**src/hdl/pds_pkg.sv**
```systemverilog
// ---------------------------------------------------------------------------
// pds_pkg
// Shared types, codes and constants of the power domain sequencer.
// ---------------------------------------------------------------------------
package pds_pkg;

	// Default domain count; the domain field addresses at most eight
	localparam int DOMAIN_COUNT_DEF = 8;

	localparam int DOM_W   = 3;
	localparam int MASK_W  = 8;
	localparam int WAIT_W  = 9;
	localparam int POLL_W  = 14;
	localparam int CFG_IDX_W  = 2;
	localparam int CFG_DATA_W = 14;

	localparam int S_TDATA_W = 24;
	localparam int S_TUSER_W = 2;
	localparam int M_TDATA_W = 16;

	typedef enum logic [1:0] {
		OP_TICK = 2'd0,
		OP_SET  = 2'd1,
		OP_GET  = 2'd2,
		OP_TICK_ALT = 2'd3
	} opcode_t;

	typedef enum logic [1:0] {
		ST_OK      = 2'd0,
		ST_TIMEOUT = 2'd1,
		ST_REJECT  = 2'd2
	} status_t;

	typedef enum logic [CFG_IDX_W-1:0] {
		CFG_DUMMY_MASK   = 2'd0,
		CFG_HW_MODE_MASK = 2'd1,
		CFG_EXEMPT       = 2'd2,
		CFG_POLL_LIMIT   = 2'd3
	} cfg_index_t;

	typedef enum logic [3:0] {
		PH_IDLE  = 4'd0,
		PH_ON_A  = 4'd1,
		PH_ON_B  = 4'd2,
		PH_ON_C  = 4'd3,
		PH_OFF_A = 4'd4,
		PH_OFF_B = 4'd5,
		PH_HW_W  = 4'd6,
		PH_P_SW  = 4'd7,
		PH_P_HW  = 4'd8,
		PH_TOUT  = 4'd9
	} phase_t;

	// Control bits of one domain
	typedef logic [4:0] ctrl_bits_t;
	localparam ctrl_bits_t CB_SLEEP1 = 5'b00001;
	localparam ctrl_bits_t CB_SLEEP2 = 5'b00010;
	localparam ctrl_bits_t CB_ISO    = 5'b00100;
	localparam ctrl_bits_t CB_HWMODE = 5'b01000;
	localparam ctrl_bits_t CB_AUTO   = 5'b10000;

	// Sequence timings in ticks
	localparam logic [WAIT_W-1:0] WAIT_ON_SLEEP1 = 9'd20;
	localparam logic [WAIT_W-1:0] WAIT_ON_SLEEP2 = 9'd20;
	localparam logic [WAIT_W-1:0] WAIT_ON_ISO    = 9'd10;
	localparam logic [WAIT_W-1:0] WAIT_OFF_ISO   = 9'd15;
	localparam logic [WAIT_W-1:0] WAIT_OFF_SLEEP = 9'd20;
	localparam logic [WAIT_W-1:0] WAIT_HW        = 9'd290;
	localparam logic [WAIT_W-1:0] WAIT_POLL      = 9'd4;

	// Register reset values
	localparam logic [DOM_W-1:0]  EXEMPT_RST     = 3'd2;
	localparam logic [POLL_W-1:0] POLL_LIMIT_RST = 14'd10000;

endpackage

```
**src/hdl/power_domain_sequencer.sv**
```systemverilog
// ---------------------------------------------------------------------------
// power_domain_sequencer
// Sequences power domain switches on and off from a stream of tick, set and
// get words; one result word per input word.
// ---------------------------------------------------------------------------
//
//  Channel  | Direction | Handshake               | Payload
//  ---------+-----------+-------------------------+-----------------------------
//  s_*      | in        | s_tvalid / s_tready     | tdata: request, tuser: opcode
//  m_*      | out       | m_tvalid / m_tready     | tdata: control bits, status
//  cfg_*    | in        | cfg_valid / cfg_ready   | cfg_index, cfg_data
//
//  One word per cycle sustained while m_tready holds: a word is captured in
//  the input stage, then the sequencing logic updates the state and loads
//  the result register, which drives m_tvalid.
//  Reset clears all control bits, recorded states and the sequencer.
//  A stalled result register holds the input stage; s_tready drops only
//  when both are full. Configuration writes are always taken.
//
module power_domain_sequencer
	import pds_pkg::*;
#(
	parameter int DOMAIN_COUNT = DOMAIN_COUNT_DEF
) (
	input  logic                  clk,
	input  logic                  arst_n,

	input  logic                  s_tvalid,
	output logic                  s_tready,
	// [2:0] domain, [3] want_on, [11:4] sw_status, [19:12] hw_status
	input  logic [S_TDATA_W-1:0]  s_tdata,
	// [1:0] opcode
	input  logic [S_TUSER_W-1:0]  s_tuser,

	output logic                  m_tvalid,
	input  logic                  m_tready,
	// [2:0] ctrl_domain, [3] sleep1_out, [4] sleep2_out, [5] isolation_out,
	// [6] hw_mode_out, [7] auto_on_out, [8] busy_res, [9] done_res,
	// [11:10] status_code, [12] power_state
	output logic [M_TDATA_W-1:0]  m_tdata,

	input  logic                  cfg_valid,
	output logic                  cfg_ready,
	input  logic [CFG_IDX_W-1:0]  cfg_index,
	input  logic [CFG_DATA_W-1:0] cfg_data
);

	// Only domains reachable through the 3-bit field need storage
	localparam int NSTORE = (DOMAIN_COUNT < 8) ? DOMAIN_COUNT : 8;
	localparam int IDX_W  = (NSTORE > 1) ? $clog2(NSTORE) : 1;

	// Configuration registers
	logic [MASK_W-1:0]  dummy_mask_q;
	logic [MASK_W-1:0]  hw_mode_mask_q;
	logic [DOM_W-1:0]   exempt_q;
	logic [POLL_W-1:0]  poll_limit_q;

	// Per-domain state
	ctrl_bits_t         ctrl_q [NSTORE];
	logic [NSTORE-1:0]  rec_q;

	// Sequencer state
	phase_t             phase_q;
	logic [DOM_W-1:0]   active_q;
	logic               target_q;
	logic [WAIT_W-1:0]  wait_q;
	logic [POLL_W-1:0]  poll_q;

	// Input stage
	logic               vld_s1;
	opcode_t            op_s1;
	logic [DOM_W-1:0]   dom_s1;
	logic               want_s1;
	logic [MASK_W-1:0]  sw_st_s1;
	logic [MASK_W-1:0]  hw_st_s1;

	// Result stage
	logic               vld_s2;
	logic [M_TDATA_W-1:0] res_s2;

	logic               advance;

	assign advance   = vld_s1 && (!vld_s2 || m_tready);
	assign s_tready  = !vld_s1 || advance;
	assign cfg_ready = 1'b1;
	assign m_tvalid  = vld_s2;
	assign m_tdata   = res_s2;

	// -----------------------------------------------------------------------
	// Configuration
	// -----------------------------------------------------------------------
	always_ff @(posedge clk or negedge arst_n) begin
		if (!arst_n) begin
			dummy_mask_q   <= '0;
			hw_mode_mask_q <= '0;
			exempt_q       <= EXEMPT_RST;
			poll_limit_q   <= POLL_LIMIT_RST;
		end else if (cfg_valid) begin
			unique case (cfg_index_t'(cfg_index))
				CFG_DUMMY_MASK:   dummy_mask_q   <= cfg_data[MASK_W-1:0];
				CFG_HW_MODE_MASK: hw_mode_mask_q <= cfg_data[MASK_W-1:0];
				CFG_EXEMPT:       exempt_q       <= cfg_data[DOM_W-1:0];
				CFG_POLL_LIMIT:   poll_limit_q   <= cfg_data[POLL_W-1:0];
				default: ;
			endcase
		end
	end

	// -----------------------------------------------------------------------
	// Input stage: capture a word whenever the stage is empty or draining
	// -----------------------------------------------------------------------
	always_ff @(posedge clk or negedge arst_n) begin
		if (!arst_n) begin
			vld_s1 <= 1'b0;
		end else if (s_tready) begin
			vld_s1 <= s_tvalid;
		end
	end

	always_ff @(posedge clk) begin
		if (s_tready && s_tvalid) begin
			op_s1    <= opcode_t'(s_tuser[1:0]);
			dom_s1   <= s_tdata[2:0];
			want_s1  <= s_tdata[3];
			sw_st_s1 <= s_tdata[11:4];
			hw_st_s1 <= s_tdata[19:12];
		end
	end

	// -----------------------------------------------------------------------
	// Decode of the word in the input stage
	// -----------------------------------------------------------------------
	logic               is_req;
	logic               dom_ok;
	logic [DOM_W-1:0]   sel;
	logic [IDX_W-1:0]   sel_idx;
	logic               sel_ok;
	ctrl_bits_t         ctrl_cur;
	logic               rec_cur;
	logic               seq_busy;
	logic               record_only;
	logic               set_hw;
	logic [WAIT_W-1:0]  wait_dec;
	logic               wait_end;
	logic               poll_phase;
	logic               poll_hw;
	logic               poll_bit;
	logic               poll_hit;
	logic [POLL_W-1:0]  poll_base;
	logic               get_bit;

	always_comb begin
		is_req   = (op_s1 == OP_SET) || (op_s1 == OP_GET);
		dom_ok   = 32'(dom_s1) < DOMAIN_COUNT;
		// A tick addresses the active domain, a request its own domain
		sel      = is_req ? dom_s1 : active_q;
		sel_ok   = is_req ? dom_ok : 1'b1;
		sel_idx  = sel[IDX_W-1:0];
		ctrl_cur = ctrl_q[sel_idx];
		rec_cur  = rec_q[sel_idx];
		seq_busy = phase_q != PH_IDLE;

		record_only = dummy_mask_q[dom_s1] || (dom_s1 == exempt_q);
		set_hw      = hw_mode_mask_q[dom_s1];
		get_bit     = set_hw ? hw_st_s1[dom_s1] : sw_st_s1[dom_s1];

		wait_dec = (wait_q != '0) ? wait_q - 1'b1 : '0;
		wait_end = !is_req && seq_busy && (wait_dec == '0);

		poll_phase = (phase_q == PH_ON_C) || (phase_q == PH_OFF_B) ||
			(phase_q == PH_HW_W) || (phase_q == PH_P_SW) || (phase_q == PH_P_HW);
		poll_hw    = (phase_q == PH_HW_W) || (phase_q == PH_P_HW);
		poll_bit   = poll_hw ? hw_st_s1[active_q] : sw_st_s1[active_q];
		poll_hit   = poll_bit == target_q;
		// The first poll of a sequence loads the limit
		poll_base  = (phase_q == PH_P_SW || phase_q == PH_P_HW) ? poll_q : poll_limit_q;
	end

	// -----------------------------------------------------------------------
	// Next state of the sequencer
	// -----------------------------------------------------------------------
	phase_t             phase_d;
	logic [DOM_W-1:0]   active_d;
	logic               target_d;
	logic [WAIT_W-1:0]  wait_d;
	logic [POLL_W-1:0]  poll_d;

	always_comb begin
		phase_d  = phase_q;
		active_d = active_q;
		target_d = target_q;
		wait_d   = wait_q;
		poll_d   = poll_q;
		if (is_req) begin
			if (op_s1 == OP_SET && dom_ok && !seq_busy && !record_only) begin
				active_d = dom_s1;
				target_d = want_s1;
				priority if (set_hw) begin
					wait_d  = WAIT_HW;
					phase_d = PH_HW_W;
				end else if (want_s1) begin
					wait_d  = WAIT_ON_SLEEP1;
					phase_d = PH_ON_A;
				end else begin
					wait_d  = WAIT_OFF_ISO;
					phase_d = PH_OFF_A;
				end
			end
		end else if (seq_busy) begin
			wait_d = wait_dec;
			if (wait_dec == '0) begin
				unique case (phase_q)
					PH_ON_A: begin
						wait_d  = WAIT_ON_SLEEP2;
						phase_d = PH_ON_B;
					end
					PH_ON_B: begin
						wait_d  = WAIT_ON_ISO;
						phase_d = PH_ON_C;
					end
					PH_OFF_A: begin
						wait_d  = WAIT_OFF_SLEEP;
						phase_d = PH_OFF_B;
					end
					PH_ON_C, PH_OFF_B, PH_HW_W, PH_P_SW, PH_P_HW: begin
						poll_d = poll_base;
						if (poll_hit) begin
							phase_d = PH_IDLE;
						end else begin
							wait_d = WAIT_POLL;
							if (poll_base == '0) begin
								phase_d = PH_TOUT;
							end else begin
								poll_d  = poll_base - 1'b1;
								phase_d = poll_hw ? PH_P_HW : PH_P_SW;
							end
						end
					end
					default: phase_d = PH_IDLE;
				endcase
			end
		end
	end

	// -----------------------------------------------------------------------
	// Control bit update, recorded state and result fields
	// -----------------------------------------------------------------------
	ctrl_bits_t         ctrl_d;
	logic               rec_we;
	logic               rec_val;
	logic               done;
	status_t            status;
	logic               pstate;
	ctrl_bits_t         ctrl_shown;

	always_comb begin
		ctrl_d  = ctrl_cur;
		rec_we  = 1'b0;
		rec_val = want_s1;
		done    = 1'b0;
		status  = ST_OK;
		if (is_req) begin
			priority if (!dom_ok) begin
				done = 1'b1;
			end else if (op_s1 == OP_SET) begin
				priority if (seq_busy) begin
					done   = 1'b1;
					status = ST_REJECT;
				end else if (record_only) begin
					rec_we = 1'b1;
					done   = 1'b1;
				end else if (set_hw) begin
					ctrl_d = want_s1 ? (ctrl_cur | CB_HWMODE | CB_AUTO)
						: (ctrl_cur & ~(CB_HWMODE | CB_AUTO));
				end else if (want_s1) begin
					ctrl_d = ctrl_cur | CB_SLEEP1;
				end else begin
					ctrl_d = ctrl_cur & ~CB_ISO;
				end
			end else begin
				// Dummy domains keep what was recorded
				rec_we  = !dummy_mask_q[dom_s1];
				rec_val = get_bit;
				done    = 1'b1;
			end
		end else if (wait_end) begin
			unique case (phase_q)
				PH_ON_A:  ctrl_d = ctrl_cur | CB_SLEEP1 | CB_SLEEP2;
				PH_ON_B:  ctrl_d = ctrl_cur | CB_ISO;
				PH_OFF_A: ctrl_d = ctrl_cur & ~(CB_SLEEP1 | CB_SLEEP2);
				PH_ON_C, PH_OFF_B, PH_HW_W, PH_P_SW, PH_P_HW: begin
					rec_we  = poll_hit;
					rec_val = target_q;
					done    = poll_hit;
				end
				default: begin
					done   = 1'b1;
					status = ST_TIMEOUT;
				end
			endcase
		end
		pstate     = sel_ok && (rec_we ? rec_val : rec_cur);
		ctrl_shown = sel_ok ? ctrl_d : '0;
	end

	// -----------------------------------------------------------------------
	// State registers, written once per word leaving the input stage
	// -----------------------------------------------------------------------
	always_ff @(posedge clk or negedge arst_n) begin
		if (!arst_n) begin
			phase_q  <= PH_IDLE;
			active_q <= '0;
			target_q <= 1'b0;
			wait_q   <= '0;
			poll_q   <= '0;
			rec_q    <= '0;
			for (int i = 0; i < NSTORE; i++) begin
				ctrl_q[i] <= '0;
			end
		end else if (advance) begin
			phase_q  <= phase_d;
			active_q <= active_d;
			target_q <= target_d;
			wait_q   <= wait_d;
			poll_q   <= poll_d;
			if (sel_ok) begin
				ctrl_q[sel_idx] <= ctrl_d;
				if (rec_we) begin
					rec_q[sel_idx] <= rec_val;
				end
			end
		end
	end

	// -----------------------------------------------------------------------
	// Result register: load on advance, drop once taken
	// -----------------------------------------------------------------------
	always_ff @(posedge clk or negedge arst_n) begin
		if (!arst_n) begin
			vld_s2 <= 1'b0;
		end else if (advance) begin
			vld_s2 <= 1'b1;
		end else if (m_tready) begin
			vld_s2 <= 1'b0;
		end
	end

	always_ff @(posedge clk) begin
		if (advance) begin
			res_s2 <= {3'b000, pstate, status, done, (phase_d != PH_IDLE),
				ctrl_shown, sel};
		end
	end

endmodule

```
**config.mk**
```make
export PLATFORM = sky130hd
export DESIGN_NAME = power_domain_sequencer
export DESIGN_NICKNAME = d
export VERILOG_FILES = /design/src/hdl/pds_pkg.sv /design/src/hdl/power_domain_sequencer.sv
export SDC_FILE = /design/constraint.sdc
export NUM_CORES = 1
export LEC_CHECK = 0
export BUFFER_PORTS_ARGS = -buffer_cell sky130_fd_sc_hd__buf_4
export CELL_PAD_IN_SITES_DETAIL_PLACEMENT = 0
export CELL_PAD_IN_SITES_GLOBAL_PLACEMENT = 2
export CORE_ASPECT_RATIO = 1.75
export CORE_MARGIN = 8
export CORE_UTILIZATION = 30
export CTS_CLUSTER_DIAMETER = 30
export DETAILED_ROUTE_END_ITERATION = 10
export PLACE_DENSITY_LB_ADDON = 0.1
export SLEW_MARGIN = 25
export SYNTH_ARGS = -nofsm -noshare
export SYNTH_HDL_FRONTEND = slang
export SYNTH_SLANG_ARGS = --single-unit
```
**constraint.sdc**
```tcl
create_clock -name clk -period 3.8 [get_ports clk]
set_clock_uncertainty 0.05 [all_clocks]
set_input_delay 0.76 -clock clk [delete_from_list [all_inputs] [get_ports clk]]
set_output_delay 0.76 -clock clk [all_outputs]
set_load 0.05 [all_outputs]
```
-- Word level (Yosys, flattened, before mapping)
Cells that the tools add are included.
- $add $sub $neg: 2
- multipliers: 0
- divide/modulo/power cells: 0
- magnitude comparators: 6
- equal/unequal tests: 16
- shift-type cells: 0
- mux-type cells: 80
- bitwise gates (word level): 2
- reduce and logical (&&, ||, !) cells: 40
- operator list (operator ; count):
    $mux 9 ; 7
    $mux 5 ; 10
    $mux 14 ; 3
    $bwmux 40 ; 1
    $mux 4 ; 8
    $mux 1 ; 29
    $pmux 9 s3 ; 1
    $bmux 1 s3 ; 7
    $eq 4x3->1 const B ; 4
    $pmux 4 s4 ; 1
    $bmux 5 s3 ; 1
    $demux 5 s3 ; 1
    $logic_not 14->1 ; 1
    $sub 14x1->14 const B ; 1
    $lt 3x4->1 const B ; 3
    $mux 3 ; 4
    $reduce_and 2->1 ; 5
    $logic_not 9->1 ; 1
    $pmux 3 s3 ; 1
    $reduce_bool 9->1 ; 1
    $sub 9x1->9 const B ; 1
    $bwmux 8 ; 1
    $eq 4x2->1 const B ; 2
    $logic_and 1x1->1 ; 8
    26 further kinds ; 44
- bits in registers: 149
- bits in latches: 0
- memory bits (writable): 0
- ROM bits: 0
- bits of input ports: 47
- word-level logic and storage cells: 172
- memories: 0

-- Depth between registers and ports, before layout
Gate-level depths: netlist of run 1.
- word-level depth: 14
- depth in mapped cells: 13
- gate-level depth less buffers: 11

-- Worst setup path before layout of run 1
OpenSTA, ideal clock, no wires.
- kind: register to register
- start: register phase_q[1]
- end: register poll_q[1]
- library setup time: 0.083 ns
- data arrival time: 3.000 ns
- data required time: 3.667 ns
- setup slack: 0.667 ns
- stages on the path, launching flop included: 12
- cell sequence: dfrtp_1 > buf_2 > nor4b_1 > a31o_2 > buf_2 > mux2i_1 > ha_1 > inv_1 > o41ai_4 > buf_4 > mux2_2 > o21ai_0
- longest elaborated chain between the ends: 6
- elaborated cells on any way between the ends: 17
- those cells by class: 1 x add/sub; 6 x eq/ne; 4 x mux; 6 x reduce/logical
- ends and longest elaborated chain (item ; RTL line ; text):
    start: declaration ; power_domain_sequencer.sv:63 ; phase_t phase_q;
    start signal: assignment ; power_domain_sequencer.sv:321 ; phase_q <= phase_d;
    $eq 4x3->1 or $eq 4x4->1 (tied branches) ; power_domain_sequencer.sv:176, power_domain_sequencer.sv:212, power_domain_sequencer.sv:172 ;
    $logic_or 1x1->1 ; power_domain_sequencer.sv:176 ; poll_base = (phase_q == PH_P_SW || phase_q == PH_P_HW) ? poll_q : poll_limit_q;
    $mux 14 ; power_domain_sequencer.sv:176 ;
    $sub 14x1->14 or $logic_not 14->1 (tied branches) ; power_domain_sequencer.sv:234, power_domain_sequencer.sv:231 ;
    $mux 14 ; power_domain_sequencer.sv:231 ; if (poll_base == '0) begin
    $mux 14 ; power_domain_sequencer.sv:227 ; if (poll_hit) begin
    end signal: assignment ; power_domain_sequencer.sv:325 ; poll_q <= poll_d;
    end: declaration ; power_domain_sequencer.sv:67 ; logic [POLL_W-1:0] poll_q;
Parallel ways exist; a longest one is shown, timed or not.
A chain may end at the register's enable or synchronous reset.

-- Worst setup path in the final report of run 1
- start: register wait_q[0]
- end: register res_s2[8], in the netlist m_tdata[8] (data pin)
- longest elaborated chain between the ends: 7
- elaborated cells on any way between the ends: 8
- those cells by class: 1 x add/sub; 4 x mux; 3 x reduce/logical
- ends and longest elaborated chain (item ; RTL line ; text):
    start: declaration ; power_domain_sequencer.sv:66 ; logic [WAIT_W-1:0] wait_q;
    start signal: assignment ; power_domain_sequencer.sv:324 ; wait_q <= wait_d;
    $sub 9x1->9 or $reduce_bool 9->1 (tied branches) ; power_domain_sequencer.sv:167 ; wait_dec = (wait_q != '0) ? wait_q - 1'b1 : '0;
    $mux 9 * ; power_domain_sequencer.sv:167 ;
    $logic_not 9->1 * ; power_domain_sequencer.sv:211 ; if (wait_dec == '0) begin
    $mux 4 * ; power_domain_sequencer.sv:211 ;
    $mux 4 * ; power_domain_sequencer.sv:209 ; end else if (seq_busy) begin
    $mux 4 * ; power_domain_sequencer.sv:194 ; if (is_req) begin
    $reduce_bool 4->1 * ; power_domain_sequencer.sv:350 ; res_s2 <= {3'b000, pstate, status, done, (phase_d != PH_IDLE),
    end signal: assignment ; power_domain_sequencer.sv:350 ;
    end: declaration ; power_domain_sequencer.sv:79 ; logic [M_TDATA_W-1:0] res_s2;
Every way passes the cells marked *; elsewhere a longest branch is shown, timed or not.

==> results of run 1 <==
==> power by group through the flow <==
stage | clock, mW | sequential, mW | combinational (mW)
final | 1.90 | 2.37 | 2.20
after floorplan | 0 | 2.33 | 1.55
after CTS | 1.96 | 2.37 | 2.24
after global routing | 2.02 | 2.43 | 2.44
after detailed placement | 0 | 2.40 | 2.23
after global placement | 0 | 2.38 | 2.20
==> cell families (layout without fill, tap and decap cells) <==
kind of cell,Yosys count,after routing
AOI/OAI and AO/OA,142,142
xor gates and xnor gates,19,19
adders and majority gates,5,5
buffers and inverters,69,157
DFF,149,149
muxes,122,122
other,2,4
and+or+nand+nor,240,240
==> sequential cells by signal (all words and copies together) (netlist names), 2 cells and up <==
name and flops:
active_q 3, poll_q 14, op_s1 2, poll_limit_q 14
m_tdata 13, dom_s1 3, wait_q 9, hw_st_s1 8
phase_q 4, rec_q 8, ctrl_q 40, exempt_q 3
dummy_mask_q 8, hw_mode_mask_q 8, sw_st_s1 8
==> Yosys cell counts, drive strengths merged (14+ instances only) <==
cell type / count / area, um^2
inv: 20 / 75.1
nor3: 19 / 95.1
edfxtp: 35 / 1050
nand3: 16 / 80.1
clkbuf: 18 / 67.6
a21oi: 22 / 114
o21ai: 32 / 160
mux4: 14 / 315
mux2: 91 / 1020
nand2: 82 / 310
mux2i: 17 / 174
dfrtp: 108 / 2700
buf: 29 / 166
nor2: 35 / 136
==> critical path: stages, from the launching register on <==
cell	delay, ns
dfrtp_1	0.43
inv_1	0.11
ha_1	0.23
or4b_2	0.68
xor2_1	0.18
a311oi_1	0.32
nand4b_1	0.25
buf_4	0.19
mux2i_1	0.18
o211ai_1	0.13
a221oi_1	0.39
nand4_1	0.15
==> metrics by stage <==
stage,area [um^2],utilization
after floorplan,8350,-
after global placement,9370,0.339
after detailed placement,9380,0.339
after CTS,10000,0.363
after global routing,10000,0.363
final,10000,0.363
==> cell type report <==
type                       instances  area, um^2  share of cell area
timing repair buffer             103         786              0.0782
multi-input combinational        532        4140               0.412
clock inverter                    14         221              0.0220
inverter                          22        82.6             0.00822
clock buffer                      18         439              0.0437
tap                              373         467              0.0465
sequential                       149        3910               0.389
==> per-layer routing <==
layer / part of all wire / wire (um)
met1: 0.37 / 9250
met5: 0 / 0
met2: 0.58 / 14500
met4: 0.033 / 829
met3: 0.022 / 561
==> final timing paths <==
| kind | startpoint | end | slack (ns) | depth (start not counted) |
|---|---|---|---|---|
| worst min-delay path | arst_n | poll_limit_q[12]$_DFFE_PN0P_ | 0.14 | 1 |
| worst max-delay path | wait_q[0]$_DFFE_PN0P_ | m_tdata[8]$_DFFE_PP_ | 0.24 | 11 |
| worst min register to register | poll_q[13]$_DFFE_PN0P_ | poll_q[13]$_DFFE_PN0P_ | 0.44 | 2 |
| max in group asynchronous | arst_n | dummy_mask_q[3]$_DFFE_PN0P_ | 2.66 | 2 |
| worst max register to register | wait_q[0]$_DFFE_PN0P_ | m_tdata[8]$_DFFE_PP_ | 0.24 | 11 |
| min in group clk | poll_q[13]$_DFFE_PN0P_ | poll_q[13]$_DFFE_PN0P_ | 0.44 | 2 |
==> impl_metrics.csv, run 1 <==
group,metric,value,unit
timing,fmaxAchievable,0.281,GHz
cts,post_cts_buffers,0,
detailed_routing,via_count,6183,
cts,clockBufferDepth,2,
final_layout,layout_commonest_cell,"dfrtp_1",
timing,fin_crit_sh,0.937,
placed_design,io_buffer_count,57,
power_and_ir_drop,p_clk_frac,0.294,
final_layout,antennaDiodeCount,0,
grt,grt_pass1_vias,6711,
power_and_ir_drop,switching_share,0.346,
yosys,synth_cell_types,84,
detailed_routing,first_iter_violations,253,
yosys,synth_area,8340,um^2
grt,use_met2,0.301,
setup_path,cp_data_arrival_time,3.67,ns
yosys,synth_ff_type,"dfrtp_1",
cts,root_buffer,"clkbuf_16",
detailed_routing,wl_per_cell,20.8,um
final_layout,layout-drive-gt1-share,0.313,
timing,worst_slew_pin_slew,1.03,ns
timing,drv_slew,0,
placed_design,gp_congestion,0.789,
timing,hold_ws,0.142,ns
cts,insertion_delay,0.44,ns
timing,setup_viol,0,
yosys,synth_compound_area_frac,0.126,
yosys,synth_fa_ha_area_frac,0.00750,
yosys,synth_xor_area_frac,0.0222,
grt,top_usage_layer,"met2",
final_layout,syn2layout_area_growth,20.4,%
run_status,status,"completed",
cts,cts_max_level,4,
placed_design,dp_cells,1179,
final_layout,fill_cells,2848,
cts,post_cts_resized,0,
power_and_ir_drop,vdd_drop_max,0.348,mV
grt,track_usage,0.157,
floorplanning,io_pins,66,
yosys,ys_ff_latch,149,
yosys,ys_seq_area_frac,0.469,
grt,gr-total-overflow,0,
run,cap_violations,0,
floorplanning,die-area,33600,um^2
grt,grt_use_met3,0.0294,
floorplanning,core,27700,um^2
power_and_ir_drop,internal-power,4.23,mW
power_and_ir_drop,power,6.47,mW
grt,gr-usage-met1,0.156,
power_and_ir_drop,p_comb_frac,0.340,
timing,setup_ws,0.238,ns
floorplanning,chipHeight,237,um
floorplanning,initial_core_util,0.302,
grt,grt_pass1_wl,39500,um
power_and_ir_drop,seqPwrFrac,0.366,
final_layout,final_cells,1211,
yosys,ys_warn_count,0,
yosys,synthCells,748,
power_and_ir_drop,p_leak,4.10,nW
final_layout,nets,877,
power_and_ir_drop,netSwitchingPower,2.24,mW
cts,tritoncts,"yes",
timing,max-slew-margin-rel,0.311,
timing,tns,0,ns
cts,clock_sinks,149,
setup_path,critical_path_class,"register to register",
setup_path,endpoint_kind,"register",
cts,cts_hold_buffers,0,
detailed_routing,drt-total-wl,25100,um
cts,numCtsBuffers,17,
timing,period_needed,3.56,ns
timing,rsz0062_at_grt,"no",
detailed_routing,drtPass1Iterations,4,
cts,clk_pin_slew,0.06,ns
final_layout,mostFrequentLayoutCells,"dfrtp_1, buf_4, mux2_2",
detailed_routing,drc,0,
yosys,synthSimpleGateAreaFrac,0.156,
detailed_routing,viasPerCell,5.11,
timing,hold_violations,0,
power_and_ir_drop,powerDensity,644,nW/um^2
yosys,synth-edff-count,35,
floorplanning,rows,81,
detailed_routing,ant_nets,0,
yosys,synth.area.mux_share,0.181,
worst_hold_path,hp-class,"primary input to asynchronous set/reset pin",
placed_design,dp_hpwl,19200,um
yosys,syn_avg_cell_area,11.2,um^2
grt,grt_max_degree,57,
setup_path,start_kind,"register",
floorplanning,die_w,142,um
grt,antenna_found_initial,0,
placed_design,preCtsSetupSlack,0.270,ns
yosys,synth_top_family_by_area,"multiplexers",
setup_path,cp_max_fo,7,
setup_path,required,3.90,ns
yosys,async_flop_share,0.765,
(Power assumes the default switching activity.)
==> run 2, diff against run 1 <==
--- a/config.mk
+++ b/config.mk
@@ -13,7 +13,7 @@
 export CORE_UTILIZATION = 30
 export CTS_CLUSTER_DIAMETER = 30
 export DETAILED_ROUTE_END_ITERATION = 10
-export PLACE_DENSITY_LB_ADDON = 0.1
+export PLACE_DENSITY = 0.58
 export SLEW_MARGIN = 25
 export SYNTH_ARGS = -nofsm -noshare
 export SYNTH_HDL_FRONTEND = slang
==> impl_metrics.csv, run 2 (synthesis results as in run 1) <==
group,metric,value,unit
run_status,status,"completed",
timing,period_needed,3.59,ns
worst_hold_path,hp-class,"primary input to asynchronous set/reset pin",
floorplanning,rows,81,
placed_design,preCtsSetupSlack,0.186,ns
timing,worst_slew_pin_slew,0.901,ns
grt,gr-usage-met1,0.159,
detailed_routing,wl_per_cell,20.9,um
final_layout,layout_commonest_cell,"dfrtp_1",
final_layout,syn2layout_area_growth,18.7,%
cts,cts_max_level,4,
grt,antenna_found_initial,0,
grt,use_met2,0.299,
final_layout,top_register,"ctrl_q",
setup_path,cp_slowest_cell,"dfrtp_1",
setup_path,cpMostUsedCell,"buf_4",
final_layout,nets,873,
final_layout,fill_cells,2796,
timing,setup_ws,0.209,ns
grt,grt_use_met3,0.0290,
cts,post_cts_buffers,0,
grt,track_usage,0.158,
detailed_routing,drt-total-wl,25300,um
cts,numCtsBuffers,17,
final_layout,largest_register_ffs,40,
floorplanning,initial_core_util,0.302,
detailed_routing,ant_nets,0,
detailed_routing,drtPass1Iterations,4,
placed_design,gp_congestion,0.785,
final_layout,post-route-util,0.358,
power_and_ir_drop,powerDensity,622,nW/um^2
grt,grt_max_degree,57,
setup_path,cp_data_arrival_time,3.87,ns
detailed_routing,drc,0,
placed_design,io_buffer_count,57,
final_layout,multi_input_area,4140,um^2
setup_path,critical_path_class,"register to register",
setup_path,cp_max_fo,18,
floorplanning,die_w,142,um
detailed_routing,first_iter_violations,286,
setup_path,crit_buf_inv,2,
power_and_ir_drop,p_clk_frac,0.261,
floorplanning,io_pins,66,
setup_path,required,4.07,ns
final_layout,design_area,9910,um^2
floorplanning,die-area,33600,um^2
timing,rsz0062_at_grt,"no",
power_and_ir_drop,vdd_drop_max,0.363,mV
cts,root_buffer,"clkbuf_16",
timing,drv_slew,0,
timing,hold_ws,0.365,ns
floorplanning,core,27700,um^2
placed_design,postPlaceCellArea,9350,um^2
placed_design,dp_hpwl,19000,um
run,cap_violations,0,
final_layout,layout-drive-gt1-share,0.308,
timing,fmaxAchievable,0.278,GHz
cts,insertion_delay,0.44,ns
detailed_routing,viasPerCell,5.13,
timing,fin_crit_sh,0.945,
power_and_ir_drop,seqPwrFrac,0.386,
final_layout,regArea,3910,um^2
detailed_routing,via_count,6196,
power_and_ir_drop,switching_share,0.365,
power_and_ir_drop,internal-power,3.91,mW
cts,tritoncts,"yes",
timing,setup_viol,0,
grt,grt_pass1_vias,6687,
power_and_ir_drop,p_leak,4.04,nW
timing,tns,0,ns
cts,clk_pin_slew,0.07,ns
grt,gr-total-overflow,0,
floorplanning,chipHeight,237,um
cts,cts_hold_buffers,0,
cts,clockBufferDepth,2,
final_layout,antennaDiodeCount,0,
grt,grt_pass1_wl,39800,um
setup_path,critPathTopFamily,"simple AND/OR/NAND/NOR gates",
grt,top_usage_layer,"met2",
timing,max-slew-margin-rel,0.397,
placed_design,dp_cells,1175,
cts,post_cts_resized,0,
cts,clock_sinks,149,
setup_path,cp_cell_sequence,"buf_4 > or3b_1 > a21oi_2 > mux2i_2 > xnor2_4 > o41ai_4 > nor4b_1 > buf_4 > xor2_1 > o21ai_0",
setup_path,start_kind,"register",
timing,hold_violations,0,
setup_path,endpoint_kind,"register",
power_and_ir_drop,p_comb_frac,0.353,
power_and_ir_drop,netSwitchingPower,2.25,mW
setup_path,slowest_delay,0.68,ns
final_layout,largestRegisters,"ctrl_q (40), poll_limit_q (14), poll_q (14)",
final_layout,final_cells,1207,
power_and_ir_drop,power,6.16,mW
final_layout,mostFrequentLayoutCells,"dfrtp_1, buf_4, mux2_2",
## run 2: per-layer routing
metal / wire length [um] / part of all wire
met1: 9400 / 0.37
met3: 669 / 0.026
met2: 14300 / 0.57
met5: 0 / 0
met4: 884 / 0.035
## run 2: path summary, 6_finish.rpt
kind / endpoint / start / cells after the start / slack [ns]
max: poll_q[8]$_DFFE_PN0P_ / phase_q[3]$_DFFE_PN0P_ / 10 / 0.21
max in group asynchronous: exempt_q[1]$_DFFE_PN1P_ / arst_n / 2 / 2.50
min reg2reg: poll_q[13]$_DFFE_PN0P_ / poll_q[13]$_DFFE_PN0P_ / 2 / 0.43
min: wait_q[7]$_DFFE_PN0P_ / arst_n / 1 / 0.37
max reg2reg: poll_q[8]$_DFFE_PN0P_ / phase_q[3]$_DFFE_PN0P_ / 10 / 0.21
min in group clk: poll_q[13]$_DFFE_PN0P_ / poll_q[13]$_DFFE_PN0P_ / 2 / 0.43
## run 2: power by group through the flow
stage	Combinational (mW)	Sequential (mW)	Clock, mW
after floorplan	1.55	2.33	0
after global placement	2.17	2.38	0
after detailed placement	2.20	2.41	0
after CTS	2.21	2.38	1.67
after global routing	2.40	2.44	1.73
final	2.17	2.38	1.61
## run 2: cell type report
cell class / instances / area share
clock inverter: 12 / 0.00947
multi-input combinational: 532 / 0.418
sequential: 149 / 0.395
clock buffer: 20 / 0.0462
tap: 373 / 0.0471
timing repair buffer: 99 / 0.0763
inverter: 22 / 0.00834
